<file path="src/pts_ram.sv">
// Generic single-port RAM with a registered read.
`timescale 1ns / 1ps
module pts_ram #(
	parameter int Width = 64,
	parameter int Depth = 16
) (
	input  logic                     clk,
	input  logic                     we,
	input  logic [$clog2(Depth)-1:0] addr,
	input  logic [Width-1:0]         wdata,
	output logic [Width-1:0]         rdata
);
	logic [Width-1:0] mem_q [Depth];

	always_ff @(posedge clk) begin
		if (we) begin
			mem_q[addr] <= wdata;
		end
		rdata <= mem_q[addr];
	end
endmodule

</file>
<file path="config.mk">
export PLATFORM = sky130hd
export DESIGN_NAME = pts_ram
export DESIGN_NICKNAME = d
export VERILOG_FILES = /design/src/pts_ram.sv
export SDC_FILE = /design/constraint.sdc
export NUM_CORES = 1
export LEC_CHECK = 0
export BUFFER_PORTS_ARGS = -buffer_cell sky130_fd_sc_hd__buf_2
export CAP_MARGIN = 20
export CELL_PAD_IN_SITES_DETAIL_PLACEMENT = 0
export CELL_PAD_IN_SITES_GLOBAL_PLACEMENT = 1
export CORE_ASPECT_RATIO = 0.9
export CORE_UTILIZATION = 45
export CTS_CLUSTER_SIZE = 30
export DETAILED_ROUTE_END_ITERATION = 8
export GPL_TIMING_DRIVEN = 0
export PLACE_DENSITY_LB_ADDON = 0.1
export SLEW_MARGIN = 20
export SYNTH_ARGS = -nofsm -noshare
export SYNTH_HDL_FRONTEND = slang
export SYNTH_SLANG_ARGS = --single-unit
</file>
<file path="constraint.sdc">
create_clock -name clk -period 5.9 [get_ports clk]
set_input_delay 0.885 -clock clk [delete_from_list [all_inputs] [get_ports clk]]
set_output_delay 0.885 -clock clk [all_outputs]
set_load 0.005 [all_outputs]
</file>
-- Yosys cells after proc, flatten, opt, wreduce, memory -nomap -nowiden
Memories as Yosys holds them, arrays and structs flattened. A register that Yosys moved wholly into a read port is not among the register bits.
Cells that the tools add are included.
- bits in registers: 0
- RAM bits: 1024
- input bits: 70
- output and inout bits: 64
- word-level logic and storage cells: 3
- memories kept: 1
- mux-type cells: 2
- memories (memory ; depth ; bits a word ; rd ports ; clocked after Yosys merged registers in ; wr ports ; line ; source):
    mem_q ; 16 ; 64 ; 1 ; 1 ; 1 ; 13 ; logic [Width-1:0] mem_q [Depth];
- operators with widths (operator ; number):
    1-bit 2-to-1 mux ; 2

-- Depth between registers and ports, before layout
Gate-level depths: netlist of the first run.
- depth in word-level cells: 2
- depth in mapped cells: 6

-- Worst setup path after synthesis of the first run
No wires, ideal clock.
- kind: input to register
- from: input port addr[1]
- to: memory mem_q[0][0], enable pin
- setup time: 565 ps
- arrival: 5817 ps
- data required time: 5335 ps
- setup slack: -482 ps
- stages: 4
- path buffers: 3
- cell sequence: buf_2 -> buf_2 -> buf_1 -> nor3_1
- RTL lines (element ; line ; source):
    start, declared ; 9 ; input logic [$clog2(Depth)-1:0] addr,
    end, declared ; 13 ;
No word-level cell before the write port.

-- Worst setup path in the final report of the first run
- from: input port addr[1]
- to: memory mem_q[11][47], enable pin
No word-level cell before the write port.

==> results of run 1 <==
## power breakdown
part           internal (mW)  switching (mW)
Clock                   4.17            2.91
Combinational          0.332           0.465
Sequential              8.64          0.0469
Total                   13.1            3.42
## cell families after synthesis
| family | after synthesis |
|---|---|
| flip-flops | 1088 |
| multiplexers | 256 |
| AO/OA/AOI/OAI | 128 |
| AND/OR/NAND/NOR | 91 |
| buffers and inverters | 85 |
## worst register-to-register path: cells and delay by family (launching register included)
kind	cells	cell delay (ns)
muxes	1	0.47
and+or+nand+nor	1	0.13
DFF	1	0.35
AOI/OAI and AO/OA	1	0.32
## per-layer routing
layer / routed length (microns) / up-vias
met5: 68 / -
met4: 1900 / 10
met3: 4580 / 140
met2: 45000 / 474
met1: 39100 / 9714
li1: - / 7778
## stage by stage
stage	setup WS, ns	total power, mW	cells	instance area (sq um)
5_1_grt	2.48	17.1	3225	47100
4_1_cts	2.61	16.7	3224	47100
6_report	2.58	16.6	3227	47100
2_1_floorplan	-0.482	9.26	1648	39500
3_3_place_gp	-7.25	9.62	2923	41600
3_5_place_dp	1.89	9.67	3017	43400
## area by class of cell
type	instances	area, sq um	share of cell area (%)
diodes	3	7.51	0.0159
plain buffers	85	388	0.824
clock buffers	154	3040	6.45
clock inverters	53	662	1.41
multi-input cells	475	7210	15.3
flip-flops and latches	1088	32000	68.0
well taps	1144	1430	3.04
repair buffers	225	2310	4.92
## worst paths after layout
path	start	endpoint	slack (ns)	cells past startpoint
setup / recovery	addr[1]	mem_q[11][47]	2.58	7
hold / removal	wdata[58]	mem_q[6][58]	0.56	1
setup reg to reg	mem_q[11][31]	rdata[31]	4.49	3
hold reg to reg	mem_q[14][18]	rdata[18]	0.67	3
## sequential cells by signal (all words and copies together) (netlist names)
signal and count:
mem_q 1024, rdata 64
## cell usage in the layout (no fill, tap or decap), types with 13 or more instances in the layout
| master | n |
|---|---|
| bufinv_16 | 13 |
| clkbuf_16 | 110 |
| dfxtp_1 | 64 |
| buf_4 | 35 |
| mux4_2 | 256 |
| clkinv_2 | 20 |
| buf_2 | 159 |
| buf_16 | 37 |
| nand2_1 | 65 |
| clkbuf_1 | 69 |
| buf_6 | 17 |
| edfxtp_1 | 1024 |
| a22oi_1 | 128 |
==> flow_metrics.py, run 1 <==
metrics = {
    "clocking": {
        "ctsHoldBuffers": 0,
        "cts_sinks": 1088,
        "htree_num_levels": 3,
        "cts_buffers": 109,
        "clk_pin_slew_ns": 0.06,
        "clk_latency_ns": 0.67,
        "postCtsSetupRepairBufs": 0,
        "cts_resized": 0,
        "ctsRootBufferMaster": "clkbuf_16",
        "clock_path_buffers": 3,
        "tritoncts": "done",
    },
    "logic_synthesis": {
        "synthSimpleGateAreaFrac_pct": 0.944,
        "yosys_register_bits": 1088,
        "ys_warn_count": 0,
        "synth_flop_cell": "edfxtp_1",
        "synth.area.top_cells": "edfxtp_1, mux4_2, dfxtp_1",
        "synth_compound_area_share_pct": 2.43,
        "synth-xor-area-share_pct": 0,
        "synth_area_sq_um": 39500,
        "synthAdderAreaFrac_pct": 0,
        "yosysUniqueCellTypes": 18,
        "synth_edf_count": 1024,
        "synth_top_family_by_area": "multiplexers",
        "syn-num-nets": 1718,
        "synth_top_area_share_pct": 77.8,
        "synth-async-reset-ratio_pct": 0,
        "yosysMostFrequentCell": "edfxtp_1",
        "avgSynthCellArea_sq_um": 24.0,
        "synth_mux_area_share_pct": 14.6,
        "ys_top_cells_by_count": "edfxtp_1, mux4_2, a22oi_1",
        "synth_top_area_cell": "edfxtp_1",
        "syn_inst": 1648,
        "synth-seq-area-share_pct": 81.1,
    },
    "worst_setup_path": {
        "cpPeakStageDelay_ns": 0.76,
        "worstSetupStartpointType": "input pin",
        "cp_max_fo": 14,
        "crit_arrival_ns": 3.71,
        "crit_type": "in2reg",
        "cp_slowest_cell": "nor2_4",
        "cp_top_family": "buffers and inverters",
        "cp-end-kind": "register",
        "cp.required_ns": 6.29,
        "cp_cell_sequence": "buf_2 -> buf_2 -> buf_1 -> nand2_1 -> nor2_4 -> buf_16 -> buf_16",
        "cp.buffers_inverters": 5,
    },
    "hold_path": {
        "worst_hold_path_type": "in2reg",
    },
    "placement": {
        "port_buffers": 131,
        "place.gp.congestion": 0.684,
        "hpwl_microns": 56900,
    },
    "timing": {
        "max_freq_mhz": 301,
        "slew_headroom_pct": 30.1,
        "period_share_pct": 56.3,
        "rsz0062_at_grt": "no",
        "holdWs_ns": 0.564,
        "tns_ns": 0,
        "hold_violations": 0,
        "fin_crit_ns": 3.32,
        "tightest_slew_ns": 1.05,
        "slew_viol_final": 0,
        "skew_ns": 0.0137,
        "setup_viol_count_final": 0,
    },
    "routing": {
        "initialDrtViolationCount": 1710,
        "vias_per_cell": 5.61,
        "drtAntennaViolNets": 0,
        "finalWirelength_microns": 90700,
        "drc_errors": 0,
        "wl_per_cell_microns": 28.1,
        "drt_pre_antenna_iters": 5,
        "routed-via-count": 18100,
    },
    "global_route": {
        "grt_usage_pct": 20.8,
        "antenna_found_initial": 10,
        "grt_pass1_vias": 19200,
        "grt_use_met2_pct": 33.9,
        "grt_use_met1_pct": 29.3,
        "grt_use_met3_pct": 3.66,
        "grt_pass1_wl_microns": 133000,
        "grt_start_max_net_pins": 20,
        "top_usage_layer": "met2",
        "globalRouteOverflowTotal": 0,
    },
    "floorplanning": {
        "dieArea_sq_um": 89000,
        "start_util_pct": 45.7,
        "core-area_sq_um": 86500,
        "rows": 102,
        "fp.dieW_microns": 314,
        "num_io_pins": 134,
        "die-height_microns": 283,
    },
    "final_layout": {
        "drive_gt1_share_pct": 33.8,
        "utilization_pct": 54.4,
        "syn2layout_area_growth_pct": 19.1,
        "nets": 2054,
        "fillers": 6552,
    },
    "run": {
        "maxCapViolCount": 0,
    },
    "power": {
        "peakVddDrop_v": 0.000253,
        "power_density_nw_per_um2": 352,
        "power.leakage_nw": 15.3,
    },
    "status": {
        "run_status": "finished, final reports clean",
    },
}
(Power assumes the default switching activity.)
==> run 2, diff against run 1 <==
- ABC_AREA: unset -> 1
- clock period: 5.9 -> 3.3 ns (I/O delays scaled with it)
==> flow_metrics.py, run 2 <==
metrics = {
    "status": {
        "run_status": "finished, final reports clean",
    },
    "timing": {
        "hold_violations": 0,
        "setup_viol_count_final": 0,
        "fin_crit_ns": 3.05,
        "slew_viol_final": 0,
        "period_share_pct": 92.5,
        "skew_ns": 0.0180,
        "rsz0062_at_grt": "no",
        "tightest_slew_ns": 0.767,
        "slew_headroom_pct": 48.9,
        "max_freq_mhz": 328,
        "setup_slack_ns": 0.249,
    },
    "placement": {
        "dpl_cell_area_sq_um": 47400,
        "place_ws_ns": -0.497,
        "place.gp.congestion": 0.753,
        "placed_cells": 5640,
        "hpwl_microns": 76400,
        "port_buffers": 132,
    },
    "power": {
        "power.leakage_nw": 21.8,
        "peakVddDrop_v": 0.000412,
        "power_density_nw_per_um2": 591,
    },
    "final_layout": {
        "top_regs": "mem_q (1024), rdata (64)",
        "nets": 4560,
        "drive_gt1_share_pct": 11.1,
        "fin_area_sq_um": 51200,
        "top_register": "mem_q",
        "final_common_cell": "nand2_1",
        "syn2layout_area_growth_pct": 16.4,
        "utilization_pct": 53.0,
        "largest_reg_flops": 1024,
        "finalNonFillerCells": 5858,
        "layout_common_cells": "nand2_1, edfxtp_1, buf_2",
    },
    "clocking": {
        "clk_pin_slew_ns": 0.06,
        "ctsRootBufferMaster": "clkbuf_16",
        "cts_buffers": 113,
        "ctsHoldBuffers": 0,
        "tritoncts": "done",
        "clk_latency_ns": 0.69,
        "cts_sinks": 1088,
        "clock_path_buffers": 3,
        "cts_resized": 0,
        "postCtsSetupRepairBufs": 0,
        "htree_num_levels": 3,
    },
    "global_route": {
        "grt_start_max_net_pins": 23,
        "grt_usage_pct": 23.8,
        "grt_pass1_wl_microns": 174000,
        "grt_pass1_vias": 26700,
        "globalRouteOverflowTotal": 0,
        "antenna_found_initial": 7,
    },
    "worst_setup_path": {
        "cp_slowest_cell": "nor2_4",
        "cp.buffers_inverters": 6,
        "cp_cell_sequence": "buf_2 -> inv_2 -> buf_2 -> buf_2 -> nand3_1 -> nor2_4 -> buf_16 -> buf_16",
        "cp_common_cell": "buf_2",
        "cp_top_family": "buffers and inverters",
        "crit_arrival_ns": 3.44,
        "cp_max_fo": 17,
        "cp.required_ns": 3.69,
        "cp-end-kind": "register",
        "crit_type": "in2reg",
        "cpPeakStageDelay_ns": 0.67,
        "worstSetupStartpointType": "input pin",
    },
    "logic_synthesis": {
        "ys_warn_count": 0,
        "avgSynthCellArea_sq_um": 10.5,
        "yosysUniqueCellTypes": 11,
        "synth-seq-area-share_pct": 72.8,
        "synth.area.top_cells": "edfxtp_1, nand2_1, dfxtp_1",
        "synth_top_area_share_pct": 69.9,
        "syn-num-nets": 4265,
        "yosysMostFrequentCell": "nand2_1",
        "synth_top_area_cell": "edfxtp_1",
        "ys_top_cells_by_count": "nand2_1, edfxtp_1, inv_1",
        "yosys_register_bits": 1088,
        "synth_edf_count": 1024,
        "synth_area_sq_um": 44000,
        "synth_flop_cell": "edfxtp_1",
        "synth-async-reset-ratio_pct": 0,
        "syn_inst": 4195,
    },
    "routing": {
        "finalWirelength_microns": 117000,
        "drt_pre_antenna_iters": 7,
        "vias_per_cell": 4.79,
        "drc_errors": 0,
        "routed-via-count": 28100,
        "drtAntennaViolNets": 0,
        "wl_per_cell_microns": 19.9,
        "initialDrtViolationCount": 2272,
    },
    "floorplanning": {
        "fp.dieW_microns": 332,
        "die-height_microns": 299,
        "rows": 108,
        "num_io_pins": 134,
        "dieArea_sq_um": 99000,
        "start_util_pct": 45.5,
        "core-area_sq_um": 96600,
    },
    "hold_path": {
        "worst_hold_path_type": "in2reg",
    },
    "run": {
        "maxCapViolCount": 0,
    },
}
==> run 2: layout make-up <==
cell class	instances	area (sq um)
Clock buffer	171	3300
Tap cell	1265	1580
Sequential cell	1088	32000
Timing Repair Buffer	180	1730
Inverter	135	507
Antenna cell	5	12.5
Fill cell	8577	45500
Buffer	196	1010
Clock inverter	42	437
Multi-Input combinational cell	2776	10500
==> run 2: report_power, final <==
part / switching, mW / leakage (nW) / internal [mW]
Combinational: 1.43 / 10.1 / 0.539
Clock: 5.19 / 1.84 / 7.57
Sequential: 0.0725 / 9.79 / 15.4
Total: 6.69 / 21.8 / 23.6
==> run 2: layer usage <==
metal	share of wire [%]	GRT usage (%)
met1	47	35.2
met2	45	37.3
met3	5.4	3.04
met4	2.4	6.31
met5	0	0
==> run 2: worst paths after layout <==
kind | startpoint | to | slack [ns] | cells after the start
hold reg to reg | mem_q[8][3] | rdata[3] | 0.70 | 8
setup / recovery | addr[0] | mem_q[14][26] | 0.25 | 8
setup reg to reg | mem_q[14][50] | rdata[50] | 2.20 | 8
hold / removal | wdata[0] | mem_q[1][0] | 0.20 | 1
==> run 2: worst register-to-register path, cell delays in order (launching register included) <==
cell      delay (ns)
edfxtp_1        0.37
nand2_1         0.07
nand2_1         0.05
nand2_1         0.05
nand2_1         0.08
nand2_1         0.13
nand2_1         0.09
inv_1           0.05
nand2_1         0.06
==> run 2: per-stage QoR <==
stage	hold slack [ns]	power [mW]	TNS (ns)
after global placement	0.687	17.8	-2990.82
after floorplan	0.594	16.9	-423.97
after detailed placement	0.685	17.8	-145.60
after global routing	0.175	31.3	0
after CTS	0.157	30.5	0
final	0.197	30.2	0
==> run 2: cell families after synthesis <==
group | Yosys count | share of synthesized area, %
flip-flops | 1088 | 72.8
buffers and inverters | 331 | 3.45
AND/OR/NAND/NOR | 2776 | 23.7
==> run 3, diff against run 2 <==
- SKIP_LAST_GASP: unset -> 1
- clock period: 3.3 -> 3.9 ns (I/O delays scaled with it)
==> flow_metrics.py, run 3 (same netlist as run 2, synthesis figures left out) <==
metrics = {
    "status": {
        "run_status": "finished, final reports clean",
    },
    "timing": {
        "period_share_pct": 84.5,
        "max_freq_mhz": 303,
        "slew_viol_final": 0,
        "hold_violations": 0,
        "setup_viol_count_final": 0,
        "fin_crit_ns": 3.30,
        "tightest_slew_ns": 1.10,
        "rsz0062_at_grt": "no",
        "slew_headroom_pct": 26.9,
        "skew_ns": 0.0179,
        "holdWs_ns": 0.284,
        "setup_slack_ns": 0.603,
    },
    "routing": {
        "finalWirelength_microns": 115000,
        "drt_pre_antenna_iters": 5,
        "vias_per_cell": 4.80,
        "routed-via-count": 28100,
        "initialDrtViolationCount": 2057,
        "drtAntennaViolNets": 0,
        "drc_errors": 0,
        "wl_per_cell_microns": 19.6,
    },
    "clocking": {
        "cts_buffers": 113,
        "postCtsSetupRepairBufs": 0,
        "htree_num_levels": 3,
        "tritoncts": "done",
        "clk_pin_slew_ns": 0.06,
        "ctsHoldBuffers": 0,
        "cts_sinks": 1088,
        "clock_path_buffers": 3,
        "cts_resized": 0,
        "ctsRootBufferMaster": "clkbuf_16",
        "clk_latency_ns": 0.70,
    },
    "final_layout": {
        "final_common_cell": "nand2_1",
        "drive_gt1_share_pct": 11.2,
        "ff_latch_area_sq_um": 32000,
        "top_regs": "mem_q (1024), rdata (64)",
        "finalNonFillerCells": 5856,
        "layout_common_cells": "nand2_1, edfxtp_1, buf_2",
        "multi_input_area_sq_um": 10500,
        "nets": 4560,
        "syn2layout_area_growth_pct": 16.3,
        "top_register": "mem_q",
        "largest_reg_flops": 1024,
        "fillers": 8568,
    },
    "placement": {
        "placed_cells": 5640,
        "place_ws_ns": -0.0663,
        "place.gp.congestion": 0.760,
        "hpwl_microns": 76900,
        "port_buffers": 132,
    },
    "power": {
        "power_density_nw_per_um2": 499,
        "p_seq_share_pct": 51.4,
        "power.leakage_nw": 21.8,
        "p_int_mw": 19.8,
        "p_sw_share_pct": 22.4,
        "power_frac_comb_pct": 6.5,
        "peakVddDrop_v": 0.000368,
        "p_clk_share_pct": 42.1,
        "switchingPower_mw": 5.72,
    },
    "floorplanning": {
        "dieArea_sq_um": 99000,
        "core-area_sq_um": 96600,
        "rows": 108,
        "fp.dieW_microns": 332,
        "die-height_microns": 299,
        "start_util_pct": 45.5,
        "num_io_pins": 134,
    },
    "run": {
        "maxCapViolCount": 0,
    },
    "worst_setup_path": {
        "cp-end-kind": "register",
        "crit_arrival_ns": 3.69,
        "r2r_cells": 8,
        "cp.required_ns": 4.29,
        "cp_max_fo": 17,
        "crit_type": "in2reg",
        "worstSetupStartpointType": "input pin",
    },
    "hold_path": {
        "holdPathStages": 1,
        "worst_hold_path_type": "in2reg",
    },
    "global_route": {
        "grt_pass1_vias": 26900,
        "grt_pass1_wl_microns": 172000,
        "antenna_found_initial": 6,
        "grt_start_max_net_pins": 24,
        "grt_usage_pct": 23.4,
        "globalRouteOverflowTotal": 0,
    },
}
run 3: layout make-up:
class / count / area share [%]
sequential: 1088 / 62.6
multi-input combinational: 2776 / 20.6
clock buffer: 164 / 6.34
timing repair buffer: 180 / 3.39
tap: 1265 / 3.09
buffer: 196 / 1.97
inverter: 135 / 0.991
clock inverter: 50 / 0.957
antenna: 2 / 0.00979
run 3: metrics by stage:
step / util, % / total power, mW / cell area [sq um] / setup TNS (ns)
after floorplan: - / 14.3 / 44000 / -488.82
after global placement: 47.8 / 15.0 / 46200 / -4056.81
after detailed placement: 49.1 / 15.1 / 47400 / -1.08
after CTS: 52.9 / 25.8 / 51100 / 0
after global routing: 52.9 / 26.4 / 51100 / 0
final: 52.9 / 25.5 / 51100 / 0
run 3: per-layer routing:
layer  global-route usage [%]  wire length [microns]  vias up
li1                         -                      -    14000
met1                     33.6                  53600    13300
met2                     37.2                  52300      694
met3                     3.50                   6120      145
met4                     6.42                   2740        0
met5                        0                      0        -
run 3: power groups by stage:
stage               combinational (mW)  clock (mW)  sequential [mW]
floorplan                        0.861           0             13.4
global placement                  1.62           0             13.4
detailed placement                1.68           0             13.4
CTS                               1.69        10.9             13.1
global route                      1.87        11.4             13.2
finish                            1.66        10.7             13.1
run 3: path summary, 6_finish.rpt:
kind	slack, ns	startpoint	end
worst min register to register	0.69	mem_q[0][45]	rdata[45]
worst max register to register	2.67	mem_q[0][63]	rdata[63]
worst max-delay path	0.60	addr[0]	mem_q[10][28]
worst min-delay path	0.28	wdata[30]	mem_q[10][30]
run 3: worst max-delay path, stage by stage:
cell	delay, ns
buf_2	0.14
inv_2	0.26
buf_2	0.72
buf_2	0.41
nand3_1	0.41
nor2_4	0.66
buf_16	0.25
buf_12	0.19
